`src/design/lfbp_pkg.sv`:
```
// Package for the LED frame brightness packer.
// Holds payload structs, command and state types and shared constants.
// No dependencies.
`default_nettype none

package lfbp_pkg;

    // Store geometry: one row of three 8-bit channels per LED
    localparam int LED_COUNT    = 16;
    localparam int CH_COUNT     = 3;
    localparam int ROW_W        = $clog2(LED_COUNT);
    localparam int ROW_BITS     = CH_COUNT * 8;
    localparam int PAIR_COUNT   = (CH_COUNT * LED_COUNT) / 2;
    localparam int PAIR_W       = $clog2(PAIR_COUNT);
    localparam int HALF_PAIRS   = PAIR_COUNT / 2;
    localparam int HALF_TOP_ROW = (LED_COUNT / 2) - 1;
    localparam int TOP_CH       = CH_COUNT - 1;

    // Command queue between front and back
    localparam int QUEUE_DEPTH  = 4;
    localparam int QPTR_W       = $clog2(QUEUE_DEPTH);

    // Input mode codes
    localparam logic [2:0] MODE_SET_CHANNEL = 3'd0;
    localparam logic [2:0] MODE_SET_COLOUR  = 3'd1;
    localparam logic [2:0] MODE_ALL_COLOUR  = 3'd2;
    localparam logic [2:0] MODE_ALL_CHANNEL = 3'd3;
    localparam logic [2:0] MODE_SEND_FRAME  = 3'd4;

    // Response curve codes
    localparam logic [1:0] CURVE_LINEAR = 2'd0;
    localparam logic [1:0] CURVE_COARSE = 2'd1;
    localparam logic [1:0] CURVE_FINE   = 2'd2;

    // Configuration register indexes
    localparam logic [1:0] CFG_BRIGHTNESS  = 2'd0;
    localparam logic [1:0] CFG_CURVE       = 2'd1;
    localparam logic [1:0] CFG_COLOR_ORDER = 2'd2;

    localparam logic [7:0] BRIGHTNESS_RESET = 8'hFF;

    typedef struct packed {
        logic [2:0] mode;
        logic [7:0] led_index;
        logic [7:0] channel_index;
        logic [7:0] value;
        logic [7:0] red;
        logic [7:0] green;
        logic [7:0] blue;
    } t_in;

    typedef struct packed {
        logic [7:0] first_byte;
        logic [7:0] middle_byte;
        logic [7:0] final_byte;
        logic       latch_now;
    } t_out;

    typedef enum logic [1:0] {
        CMD_WRITE,
        CMD_FILL,
        CMD_FRAME
    } t_cmd_kind;

    // Classified request: row write with byte enables, fill of all rows, or frame
    typedef struct packed {
        t_cmd_kind              kind;
        logic [ROW_W-1:0]       row;
        logic [CH_COUNT-1:0]    be;
        logic [ROW_BITS-1:0]    data;
    } t_cmd;

    typedef enum logic [1:0] {
        SEQ_IDLE,
        SEQ_FILL,
        SEQ_FRAME
    } t_seq;

endpackage

`default_nettype wire

```
`src/design/lfbp_front.sv`:
```
// Front end: accepts input requests and classifies them into store commands.
// Depends on lfbp_pkg.
`default_nettype none

module lfbp_front
    import lfbp_pkg::*;
(
    input  wire logic i_valid,
    output logic      o_ready,
    input  wire t_in  i_in,
    input  wire logic i_color_order,
    output logic      o_cmd_valid,
    output t_cmd      o_cmd,
    input  wire logic i_cmd_ready
);

    logic                led_ok;
    logic                ch_ok;
    logic                keep;
    logic [CH_COUNT-1:0] be_ch;
    logic [ROW_BITS-1:0] data_ch;
    logic [ROW_BITS-1:0] data_col;

    // Range checks on LED and channel
    assign led_ok = (i_in.led_index < 8'(LED_COUNT));
    assign ch_ok  = (i_in.channel_index < 8'(CH_COUNT));

    // Byte enable for a single channel
    always_comb begin
        unique case (i_in.channel_index[1:0])
            2'd0:    be_ch = 3'b001;
            2'd1:    be_ch = 3'b010;
            2'd2:    be_ch = 3'b100;
            default: be_ch = 3'b000;
        endcase
    end

    // Row data: channel replicated, or colour in the selected order
    assign data_ch  = {CH_COUNT{i_in.value}};
    assign data_col = i_color_order ? {i_in.blue, i_in.red, i_in.green}
                                    : {i_in.blue, i_in.green, i_in.red};

    // Classify by mode; drop out-of-range and unused modes
    always_comb begin
        keep        = 1'b0;
        o_cmd.kind  = CMD_WRITE;
        o_cmd.row   = i_in.led_index[ROW_W-1:0];
        o_cmd.be    = be_ch;
        o_cmd.data  = data_ch;
        unique case (i_in.mode)
            MODE_SET_CHANNEL: begin
                keep = led_ok && ch_ok;
            end
            MODE_SET_COLOUR: begin
                keep       = led_ok;
                o_cmd.be   = '1;
                o_cmd.data = data_col;
            end
            MODE_ALL_COLOUR: begin
                keep       = 1'b1;
                o_cmd.kind = CMD_FILL;
                o_cmd.be   = '1;
                o_cmd.data = data_col;
            end
            MODE_ALL_CHANNEL: begin
                keep       = ch_ok;
                o_cmd.kind = CMD_FILL;
            end
            MODE_SEND_FRAME: begin
                keep       = 1'b1;
                o_cmd.kind = CMD_FRAME;
            end
            default: begin
                keep = 1'b0;
            end
        endcase
    end

    // Accept whenever the queue has room; dropped requests are simply consumed
    assign o_ready     = i_cmd_ready;
    assign o_cmd_valid = i_valid && keep;

endmodule

`default_nettype wire

```
`src/design/lfbp_queue.sv`:
```
// Short command queue between front and back end.
// Depends on lfbp_pkg.
`default_nettype none

module lfbp_queue
    import lfbp_pkg::*;
(
    input  wire logic i_clk,
    input  wire logic i_rst_n,
    input  wire logic i_push,
    input  wire t_cmd i_cmd,
    output logic      o_ready,
    output logic      o_valid,
    output t_cmd      o_cmd,
    input  wire logic i_pop
);

    t_cmd              r_slot [QUEUE_DEPTH];
    logic [QPTR_W-1:0] r_wr_ptr;
    logic [QPTR_W-1:0] r_rd_ptr;
    logic [QPTR_W:0]   r_count;
    logic              do_push;
    logic              do_pop;

    assign o_ready = (r_count != (QPTR_W + 1)'(QUEUE_DEPTH));
    assign o_valid = (r_count != '0);
    assign o_cmd   = r_slot[r_rd_ptr];
    assign do_push = i_push && o_ready;
    assign do_pop  = i_pop && o_valid;

    // Store pushed commands
    always_ff @(posedge i_clk) begin
        if (do_push) begin
            r_slot[r_wr_ptr] <= i_cmd;
        end
    end

    // Advance pointers and count
    always_ff @(posedge i_clk) begin
        if (!i_rst_n) begin
            r_wr_ptr <= '0;
            r_rd_ptr <= '0;
            r_count  <= '0;
        end else begin
            if (do_push) begin
                r_wr_ptr <= r_wr_ptr + 1'b1;
            end
            if (do_pop) begin
                r_rd_ptr <= r_rd_ptr + 1'b1;
            end
            if (do_push && !do_pop) begin
                r_count <= r_count + 1'b1;
            end else if (do_pop && !do_push) begin
                r_count <= r_count - 1'b1;
            end
        end
    end

endmodule

`default_nettype wire

```
`src/design/lfbp_back.sv`:
```
// Back end: channel store, write/fill/frame sequencer, scaling pipeline and
// output register. Depends on lfbp_pkg.
`default_nettype none

module lfbp_back
    import lfbp_pkg::*;
(
    input  wire logic       i_clk,
    input  wire logic       i_rst_n,
    input  wire logic       i_cmd_valid,
    input  wire t_cmd       i_cmd,
    output logic            o_cmd_pop,
    input  wire logic [7:0] i_brightness,
    input  wire logic [1:0] i_curve,
    output logic            o_valid,
    input  wire logic       i_ready,
    output t_out            o_out
);

    typedef struct packed {
        logic [ROW_W-1:0] row;
        logic [1:0]       ch;
    } t_slot;

    // Step one store entry down
    function automatic t_slot slot_dec(input t_slot s);
        t_slot d;
        d = s;
        if (s.ch == 2'd0) begin
            d.row = s.row - 1'b1;
            d.ch  = 2'(TOP_CH);
        end else begin
            d.ch = s.ch - 1'b1;
        end
        return d;
    endfunction

    // Pick a channel byte from a row, zero when the row was never written
    function automatic logic [7:0] pick(input logic [ROW_BITS-1:0] row_data,
                                       input logic vld, input logic [1:0] ch);
        logic [7:0] c;
        c = 8'd0;
        if (vld) begin
            unique case (ch)
                2'd0:    c = row_data[7:0];
                2'd1:    c = row_data[15:8];
                2'd2:    c = row_data[23:16];
                default: c = 8'd0;
            endcase
        end
        return c;
    endfunction

    // Store and row valid flags
    logic [ROW_BITS-1:0]  r_mem [LED_COUNT];
    logic [LED_COUNT-1:0] r_row_vld;

    // Sequencer
    t_seq              r_state, n_state;
    t_cmd              r_cmd, n_cmd;
    logic [ROW_W-1:0]  r_cnt, n_cnt;
    t_slot             r_slot_a, n_slot_a;
    logic [PAIR_W-1:0] r_pair, n_pair;

    logic                en;
    logic                wr_en;
    logic [ROW_W-1:0]    wr_row;
    logic [CH_COUNT-1:0] wr_be;
    logic [ROW_BITS-1:0] wr_data;
    logic                issue;
    logic                issue_last;
    t_slot               slot_b;

    // Pipeline registers
    logic [ROW_BITS-1:0] r_rd_a, r_rd_b;
    logic                r_va, r_vb;
    logic [1:0]          r_ch_a, r_ch_b;
    logic                r_v1, r_l1;
    logic [15:0]         r_sq_a, r_sq_b, r_lin_a, r_lin_b;
    logic                r_v2, r_l2;
    logic [11:0]         r_val_a, r_val_b;
    logic                r_v3, r_l3;
    logic                r_o_valid;
    t_out                r_out;

    logic [7:0]  c_a, c_b;
    logic [23:0] fine_a, fine_b;
    logic [15:0] coarse_a, coarse_b;
    logic [11:0] val_a, val_b;

    // Advance the read pipeline when the output register is free or drains
    assign en     = !r_o_valid || i_ready;
    assign slot_b = slot_dec(r_slot_a);

    // Next state
    always_comb begin
        n_state  = r_state;
        n_cmd    = r_cmd;
        n_cnt    = r_cnt;
        n_slot_a = r_slot_a;
        n_pair   = r_pair;
        unique case (r_state)
            SEQ_IDLE: begin
                if (i_cmd_valid) begin
                    n_cmd = i_cmd;
                    unique case (i_cmd.kind)
                        CMD_WRITE: begin
                            n_state = SEQ_IDLE;
                        end
                        CMD_FILL: begin
                            n_state = SEQ_FILL;
                            n_cnt   = '0;
                        end
                        CMD_FRAME: begin
                            n_state      = SEQ_FRAME;
                            n_slot_a.row = ROW_W'(HALF_TOP_ROW);
                            n_slot_a.ch  = 2'(TOP_CH);
                            n_pair       = '0;
                        end
                        default: begin
                            n_state = SEQ_IDLE;
                        end
                    endcase
                end
            end
            SEQ_FILL: begin
                n_cnt = r_cnt + 1'b1;
                if (r_cnt == ROW_W'(LED_COUNT - 1)) begin
                    n_state = SEQ_IDLE;
                end
            end
            SEQ_FRAME: begin
                if (en) begin
                    n_pair = r_pair + 1'b1;
                    if (r_pair == PAIR_W'(HALF_PAIRS - 1)) begin
                        n_slot_a.row = ROW_W'(LED_COUNT - 1);
                        n_slot_a.ch  = 2'(TOP_CH);
                    end else begin
                        n_slot_a = slot_dec(slot_b);
                    end
                    if (r_pair == PAIR_W'(PAIR_COUNT - 1)) begin
                        n_state = SEQ_IDLE;
                    end
                end
            end
            default: begin
                n_state = SEQ_IDLE;
            end
        endcase
    end

    // Sequencer outputs: store writes, command pop, frame read issue
    always_comb begin
        o_cmd_pop  = 1'b0;
        wr_en      = 1'b0;
        wr_row     = i_cmd.row;
        wr_be      = i_cmd.be;
        wr_data    = i_cmd.data;
        issue      = 1'b0;
        issue_last = (r_pair == PAIR_W'(PAIR_COUNT - 1));
        unique case (r_state)
            SEQ_IDLE: begin
                o_cmd_pop = 1'b1;
                wr_en     = i_cmd_valid && (i_cmd.kind == CMD_WRITE);
            end
            SEQ_FILL: begin
                wr_en   = 1'b1;
                wr_row  = r_cnt;
                wr_be   = r_cmd.be;
                wr_data = r_cmd.data;
            end
            SEQ_FRAME: begin
                issue = en;
            end
            default: begin
                o_cmd_pop = 1'b0;
            end
        endcase
    end

    always_ff @(posedge i_clk) begin
        if (!i_rst_n) begin
            r_state <= SEQ_IDLE;
        end else begin
            r_state <= n_state;
        end
    end

    always_ff @(posedge i_clk) begin
        r_cmd    <= n_cmd;
        r_cnt    <= n_cnt;
        r_slot_a <= n_slot_a;
        r_pair   <= n_pair;
    end

    // Store write: unwritten bytes of a fresh row become zero
    always_ff @(posedge i_clk) begin
        if (wr_en) begin
            for (int b = 0; b < CH_COUNT; b++) begin
                if (wr_be[b]) begin
                    r_mem[wr_row][b*8 +: 8] <= wr_data[b*8 +: 8];
                end else if (!r_row_vld[wr_row]) begin
                    r_mem[wr_row][b*8 +: 8] <= 8'd0;
                end
            end
        end
    end

    always_ff @(posedge i_clk) begin
        if (!i_rst_n) begin
            r_row_vld <= '0;
        end else if (wr_en) begin
            r_row_vld[wr_row] <= 1'b1;
        end
    end

    // Store read: two rows per pair, registered
    always_ff @(posedge i_clk) begin
        if (en) begin
            r_rd_a <= r_mem[r_slot_a.row];
            r_rd_b <= r_mem[slot_b.row];
            r_va   <= r_row_vld[r_slot_a.row];
            r_vb   <= r_row_vld[slot_b.row];
            r_ch_a <= r_slot_a.ch;
            r_ch_b <= slot_b.ch;
            r_l1   <= issue_last;
        end
    end

    // Square and linear products
    assign c_a = pick(r_rd_a, r_va, r_ch_a);
    assign c_b = pick(r_rd_b, r_vb, r_ch_b);

    always_ff @(posedge i_clk) begin
        if (en) begin
            r_sq_a  <= 16'(c_a) * 16'(c_a);
            r_sq_b  <= 16'(c_b) * 16'(c_b);
            r_lin_a <= 16'(c_a) * 16'(i_brightness);
            r_lin_b <= 16'(c_b) * 16'(i_brightness);
            r_l2    <= r_l1;
        end
    end

    // Apply brightness to the square and select the curve
    assign fine_a   = 24'(r_sq_a) * 24'(i_brightness);
    assign fine_b   = 24'(r_sq_b) * 24'(i_brightness);
    assign coarse_a = 16'(r_sq_a[15:4]) * 16'(i_brightness[7:4]);
    assign coarse_b = 16'(r_sq_b[15:4]) * 16'(i_brightness[7:4]);

    always_comb begin
        unique case (i_curve)
            CURVE_COARSE: begin
                val_a = coarse_a[15:4];
                val_b = coarse_b[15:4];
            end
            CURVE_FINE: begin
                val_a = fine_a[23:12];
                val_b = fine_b[23:12];
            end
            default: begin
                val_a = r_lin_a[15:4];
                val_b = r_lin_b[15:4];
            end
        endcase
    end

    always_ff @(posedge i_clk) begin
        if (en) begin
            r_val_a <= val_a;
            r_val_b <= val_b;
            r_l3    <= r_l2;
        end
    end

    // Pack two 12-bit values into a byte triple
    always_ff @(posedge i_clk) begin
        if (en) begin
            r_out.first_byte  <= r_val_a[11:4];
            r_out.middle_byte <= {r_val_a[3:0], r_val_b[11:8]};
            r_out.final_byte  <= r_val_b[7:0];
            r_out.latch_now   <= r_l3;
        end
    end

    // Pipeline valid flags
    always_ff @(posedge i_clk) begin
        if (!i_rst_n) begin
            r_v1      <= 1'b0;
            r_v2      <= 1'b0;
            r_v3      <= 1'b0;
            r_o_valid <= 1'b0;
        end else if (en) begin
            r_v1      <= issue;
            r_v2      <= r_v1;
            r_v3      <= r_v2;
            r_o_valid <= r_v3;
        end
    end

    assign o_valid = r_o_valid;
    assign o_out   = r_out;

endmodule

`default_nettype wire

```
`src/design/led_frame_brightness_packer.sv`:
```
// A frame send at the queue head enters the frame state; its store reads pass the read,
// product, curve and output registers, giving 24 triples, one per cycle unless stalled.
// A one-LED write is done in the idle state; an all-LED write fills the 16 rows in turn.
// Output stalls freeze the frame pipeline; one store pair is read per cycle.
// Synchronous active-low reset sets the state, valid and config registers, the queue
// and the row valid flags; the store reads as zero at once, with no clearing pass.
`default_nettype none

module led_frame_brightness_packer
    import lfbp_pkg::*;
(
    input  wire logic       i_clk,
    input  wire logic       i_rst_n,
    input  wire logic       i_valid,
    output logic            o_ready,
    input  wire t_in        i_in,
    output logic            o_valid,
    input  wire logic       i_ready,
    output t_out            o_out,
    input  wire logic       i_cfg_wr_en,
    input  wire logic [1:0] i_cfg_index,
    input  wire logic [7:0] i_cfg_data
);

    logic [7:0] r_brightness;
    logic [1:0] r_curve;
    logic       r_color_order;

    logic front_valid;
    t_cmd front_cmd;
    logic q_ready;
    logic q_valid;
    t_cmd q_cmd;
    logic q_pop;

    // Configuration registers
    always_ff @(posedge i_clk) begin
        if (!i_rst_n) begin
            r_brightness  <= BRIGHTNESS_RESET;
            r_curve       <= CURVE_LINEAR;
            r_color_order <= 1'b0;
        end else if (i_cfg_wr_en) begin
            unique case (i_cfg_index)
                CFG_BRIGHTNESS:  r_brightness  <= i_cfg_data;
                CFG_CURVE:       r_curve       <= i_cfg_data[1:0];
                CFG_COLOR_ORDER: r_color_order <= i_cfg_data[0];
                default: begin
                    r_brightness <= r_brightness;
                end
            endcase
        end
    end

    lfbp_front u_front (
        .i_valid       (i_valid),
        .o_ready       (o_ready),
        .i_in          (i_in),
        .i_color_order (r_color_order),
        .o_cmd_valid   (front_valid),
        .o_cmd         (front_cmd),
        .i_cmd_ready   (q_ready)
    );

    lfbp_queue u_queue (
        .i_clk   (i_clk),
        .i_rst_n (i_rst_n),
        .i_push  (front_valid),
        .i_cmd   (front_cmd),
        .o_ready (q_ready),
        .o_valid (q_valid),
        .o_cmd   (q_cmd),
        .i_pop   (q_pop)
    );

    lfbp_back u_back (
        .i_clk        (i_clk),
        .i_rst_n      (i_rst_n),
        .i_cmd_valid  (q_valid),
        .i_cmd        (q_cmd),
        .o_cmd_pop    (q_pop),
        .i_brightness (r_brightness),
        .i_curve      (r_curve),
        .o_valid      (o_valid),
        .i_ready      (i_ready),
        .o_out        (o_out)
    );

endmodule

`default_nettype wire
```
`config.mk`:
```
export PLATFORM = sky130hd
export DESIGN_NAME = led_frame_brightness_packer
export DESIGN_NICKNAME = d
export VERILOG_FILES = /design/src/design/lfbp_pkg.sv /design/src/design/lfbp_front.sv /design/src/design/lfbp_queue.sv /design/src/design/lfbp_back.sv /design/src/design/led_frame_brightness_packer.sv
export SDC_FILE = /design/constraint.sdc
export NUM_CORES = 2
export LEC_CHECK = 0
export ABC_AREA = 0
export BUFFER_PORTS_ARGS = -buffer_cell sky130_fd_sc_hd__buf_2
export CORE_MARGIN = 8
export CORE_UTILIZATION = 55
export CTS_BUF_LIST = sky130_fd_sc_hd__clkbuf_8
export DETAILED_ROUTE_END_ITERATION = 10
export PLACE_DENSITY = 0.7
export SYNTH_ARGS = -nofsm -noshare
export SYNTH_HDL_FRONTEND = slang
export SYNTH_HIERARCHICAL = 1
export SYNTH_SLANG_ARGS = --single-unit
```
`constraint.sdc`:
```
create_clock -name i_clk -period 5.4 [get_ports i_clk]
set_clock_uncertainty 0.15 [all_clocks]
set_input_delay 1.08 -clock i_clk [delete_from_list [all_inputs] [get_ports i_clk]]
set_output_delay 1.08 -clock i_clk [all_outputs]
set_load 0.01 [all_outputs]
```
==> Implementation_results.wiki <==
{| class="wikitable"
! Metric !! Value
|-
| Post-synthesis compound-gate area fraction || 0.0468
|-
| Area added between synthesis and finish || 10.5%
|-
| WL/cell || 21.0 microns
|-
| Tot GR Track Use || 0.223
|-
| Worst hold path type || reg -> reg
|-
| Initial antenna violation count || 7
|-
| Number of I/O pins || 93
|-
| Post-synth EDFFs || 718
|-
| Worst Setup Start Kind || register
|-
| I/O Buffers || 92
|-
| Number of CTS-inserted buffers || 118
|-
| Xor/xnor share of the synthesized area || 0.0185
|-
| Share of synthesized flip-flops with an asynchronous set or reset || 0
|-
| Number of endpoints failing setup at the final stage || 0
|-
| CTS clock-pin slew for the worst setup and hold paths || 70 ps
|-
| Power density over the cells || 475 nW/um^2
|-
| Post-synthesis mux area share || 0.139
|-
| Syn. warnings || 6
|-
| Final max-slew violation count || 0
|-
| Post-synthesis sequential element count || 760
|-
| Crit-path slowest cell || fa_1
|-
| Latest clock arrival within the worst-skew pair || 760 ps
|-
| Max-slew headroom at the worst pin || 0.167
|-
| Post-place setup slack || -34.0 ps
|-
| Final worst-path setup slack || 174 ps
|-
| Status || complete, no violations
|-
| Routed wire length || 110 mm
|-
| Post-synthesis instance total || 3733
|-
| Ys flop type || edfxtp_1
|-
| Part of the Yosys area used for sequential elements || 0.456
|-
| CP max FO || 6
|-
| Width of the die || 315 microns
|-
| Peak per-stage delay on the critical path || 530 ps
|-
| Cells on worst reg2reg path || 23
|-
| TritonCTS clock tree || done
|-
| Total leakage power || 23.0 nW
|-
| Library cell used as clock root buffer || clkbuf_8
|-
| Worst-case hold slack || 268 ps
|-
| Hold Path Depth || 0
|-
| First-pass GRT wire length || 174 mm
|-
| Final Hold Fails || 0
|-
| Kind of end point of the critical path || register
|-
| Maximum clock insertion buffer count || 3
|-
| Max-cap check violation count || 0
|-
| Top area cells in the synthesized netlist || edfxtp_1, fa_1, mux4_2, ha_1, inv_1
|-
| Combined area of all synthesized cells || 49200 sq um
|-
| Count of unresolved DRC violations after routing || 0
|-
| Detailed-route vias per instance || 5.73
|-
| Req. time, crit path || 5760 ps
|-
| Slew at the pin closest to its max-slew limit || 1250 ps
|-
| Antenna-violating nets left || 0
|-
| Leftover overflow at the end of global routing || 0
|-
| Critical-path cell list || buf_6, mux2i_1, o21ai_2, and2_4, inv_1, nor2_2, inv_1, fa_2, fa_1, inv_1, ha_1, inv_1, fa_1, inv_1, ha_1, a21o_1, a21oi_2, nor2b_1, o21a_1, o311a_1, nor2_1, a21oi_1, xor2_1
|-
| Final net count || 4586
|-
| Data arrival time of the critical path || 5580 ps
|-
| Max Clk Rate || 191 MHz
|-
| Largest family of logic cells by synthesized area || adder cells
|-
| Placed wire-length estimate after detailed placement || 80.3 mm
|-
| H-tree levels || 3
|-
| Setup CP Type || reg -> reg
|-
| Synth area leader || edfxtp_1
|-
| Library cell appearing most often on the critical path || inv_1
|-
| Synth unique cells || 86
|-
| Share of final-layout standard cells stronger than drive strength 1 || 0.201
|-
| Period utilization || 0.968
|-
| DR iter-0 viols || 2200
|-
| Area fraction of the dominant cell type after synthesis || 0.439
|-
| Number of fill cells in the layout || 6743
|-
| RSZ-0062 raised after global routing || true
|-
| Number of global-route vias before repair || 31296
|-
| Post-route minimum period || 5230 ps
|-
| Cell row count || 109
|-
| Post-Synth Simple-Gate Area || 0.0997
|-
| Mean post-synth cell area || 13.2 sq um
|-
| Area enclosed by the die boundary || 99200 sq um
|-
| Drt first pass iters || 7
|-
| Number of sinks handled by clock tree synthesis || 760
|-
| Placer congestion estimate || 0.886
|-
| Largest net degree at the start of global routing || 106
|-
| Initial standard-cell utilization of the core || 0.555
|-
| Die Height || 315 microns
|-
| CORE AREA || 88500 sq um
|-
| Worst VDD drop || 0.514 mV
|-
| Share of synthesized cell area in full adder, half adder and majority cells || 0.185
|-
| Total number of vias || 30003
|-
| Total power draw || 0.0258 W
|}
-- stage by stage --
step	util	setup TNS [ps]	cell area, sq um	cells
after floorplan	-	0	49200	3737
after global placement	0.585	0	51800	5009
after detailed placement	0.585	-35.2	51800	5009
after CTS	0.611	0	54100	5228
after global routing	0.614	-252	54300	5238
final	0.614	0	54300	5240
-- area by class of cell --
| class | count | area, sq um | share of cell area |
|---|---|---|---|
| multi-input cells | 2310 | 24300 | 0.447 |
| flip-flops and latches | 760 | 22400 | 0.412 |
| repair buffers | 282 | 2010 | 0.0369 |
| inverters | 500 | 1880 | 0.0347 |
| clock buffers | 126 | 1730 | 0.0319 |
| well taps | 1165 | 1460 | 0.0268 |
| clock inverters | 93 | 552 | 0.0102 |
| diodes | 4 | 10.0 | 0.000184 |
-- cell families after synthesis --
group / after synthesis
other cells: 2
fa+ha+maj: 548
compound gates: 344
flops: 760
mux: 346
simple gates: 962
xor+xnor: 104
buf+inv: 667
-- path summary, 6_finish.rpt --
| kind | startpoint | endpoint | slack (ps) |
|---|---|---|---|
| max | u_back/r_ch_a[1]$_DFFE_PP_ | u_back/r_sq_a[15]$_DFFE_PP_ | 170 |
| min reg2reg | u_back/r_val_a[6]$_DFFE_PP_ | u_back/o_out[19]$_DFFE_PP_ | 270 |
| min | u_back/r_val_a[6]$_DFFE_PP_ | u_back/o_out[19]$_DFFE_PP_ | 270 |
| max reg2reg | u_back/r_ch_a[1]$_DFFE_PP_ | u_back/r_sq_a[15]$_DFFE_PP_ | 170 |
-- per-layer routing --
metal | GRT usage | share of wire | wire length, microns
met4 | 0.0829 | 0.034 | 3690
met1 | 0.281 | 0.40 | 44500
met2 | 0.390 | 0.50 | 55500
met3 | 0.0327 | 0.057 | 6280
met5 | 0 | 0.000073 | 8
-- sequential cells by signal, indices dropped and copies added (netlist names), 5 cells and up, named ones only --
name / count
u_back/r_pair: 5
u_queue/r_slot: 132
u_back/r_lin_a: 12
u_back/r_val_a: 12
u_back/r_rd_b: 24
u_back/r_row_vld: 16
u_back/r_slot_a: 6
u_back/r_cmd: 27
u_back/r_rd_a: 24
u_back/r_mem: 384
u_back/r_lin_b: 12
u_back/r_sq_b: 15
u_back/r_val_b: 12
u_back/r_sq_a: 15
r_brightness: 8
u_back/o_out: 25
-- cell usage in the layout, fill, tap and decap left out, types with 46 or more instances in the layout --
master | Yosys | layout
a21oi_1 | 96 | 83
clkbuf_8 | 0 | 126
buf_2 | 20 | 92
xnor2_1 | 72 | 70
and3_1 | 46 | 46
nor2_1 | 175 | 170
nand2_1 | 292 | 292
buf_4 | 7 | 179
edfxtp_1 | 718 | 718
ha_1 | 249 | 248
inv_1 | 497 | 535
and2_1 | 266 | 265
fa_1 | 299 | 297
mux4_2 | 257 | 257
-- timing repair --
item                       CTS  global route
resized for setup            1            54
pin swaps                    0             4
hold buffers                 0             0
setup endpoints to repair    1            34
buffers inserted             0             8
-- Yosys cell counts, drive strengths merged (18+ instances only) --
cell    count
nor3       28
clkbuf     98
mux2i      40
mux2       43
nand2     292
nand3      18
ha        249
and2      266
a21oi      96
a211oi     32
a21o       18
inv       498
o21ai      50
buf        69
edfxtp    718
a31oi      33
xor2       32
nor2b      43
mux4      263
dfxtp      42
nor2      186
a21boi     23
fa        299
xnor2      72
and3       46
-- report_power, final --
group          switching, W  total [W]  leakage, nW  internal (W)
registers          0.000503    0.00884         7.23       0.00834
clock network       0.00228    0.00465         1.32       0.00237
logic               0.00713     0.0123         14.5       0.00521
total               0.00992     0.0258         23.0        0.0159
-- worst max-delay path, delay by kind of cell (launching register included) --
family | cells | cell delay (ps)
adder cells (fa/ha/maj) | 5 | 1940
AO/OA/AOI/OAI | 6 | 1200
AND/OR/NAND/NOR | 4 | 490
flip-flops | 1 | 490
buffers and inverters | 6 | 430
XOR/XNOR | 1 | 140
multiplexers | 1 | 130
No activity file was read; power rests on OpenSTA's default activity.
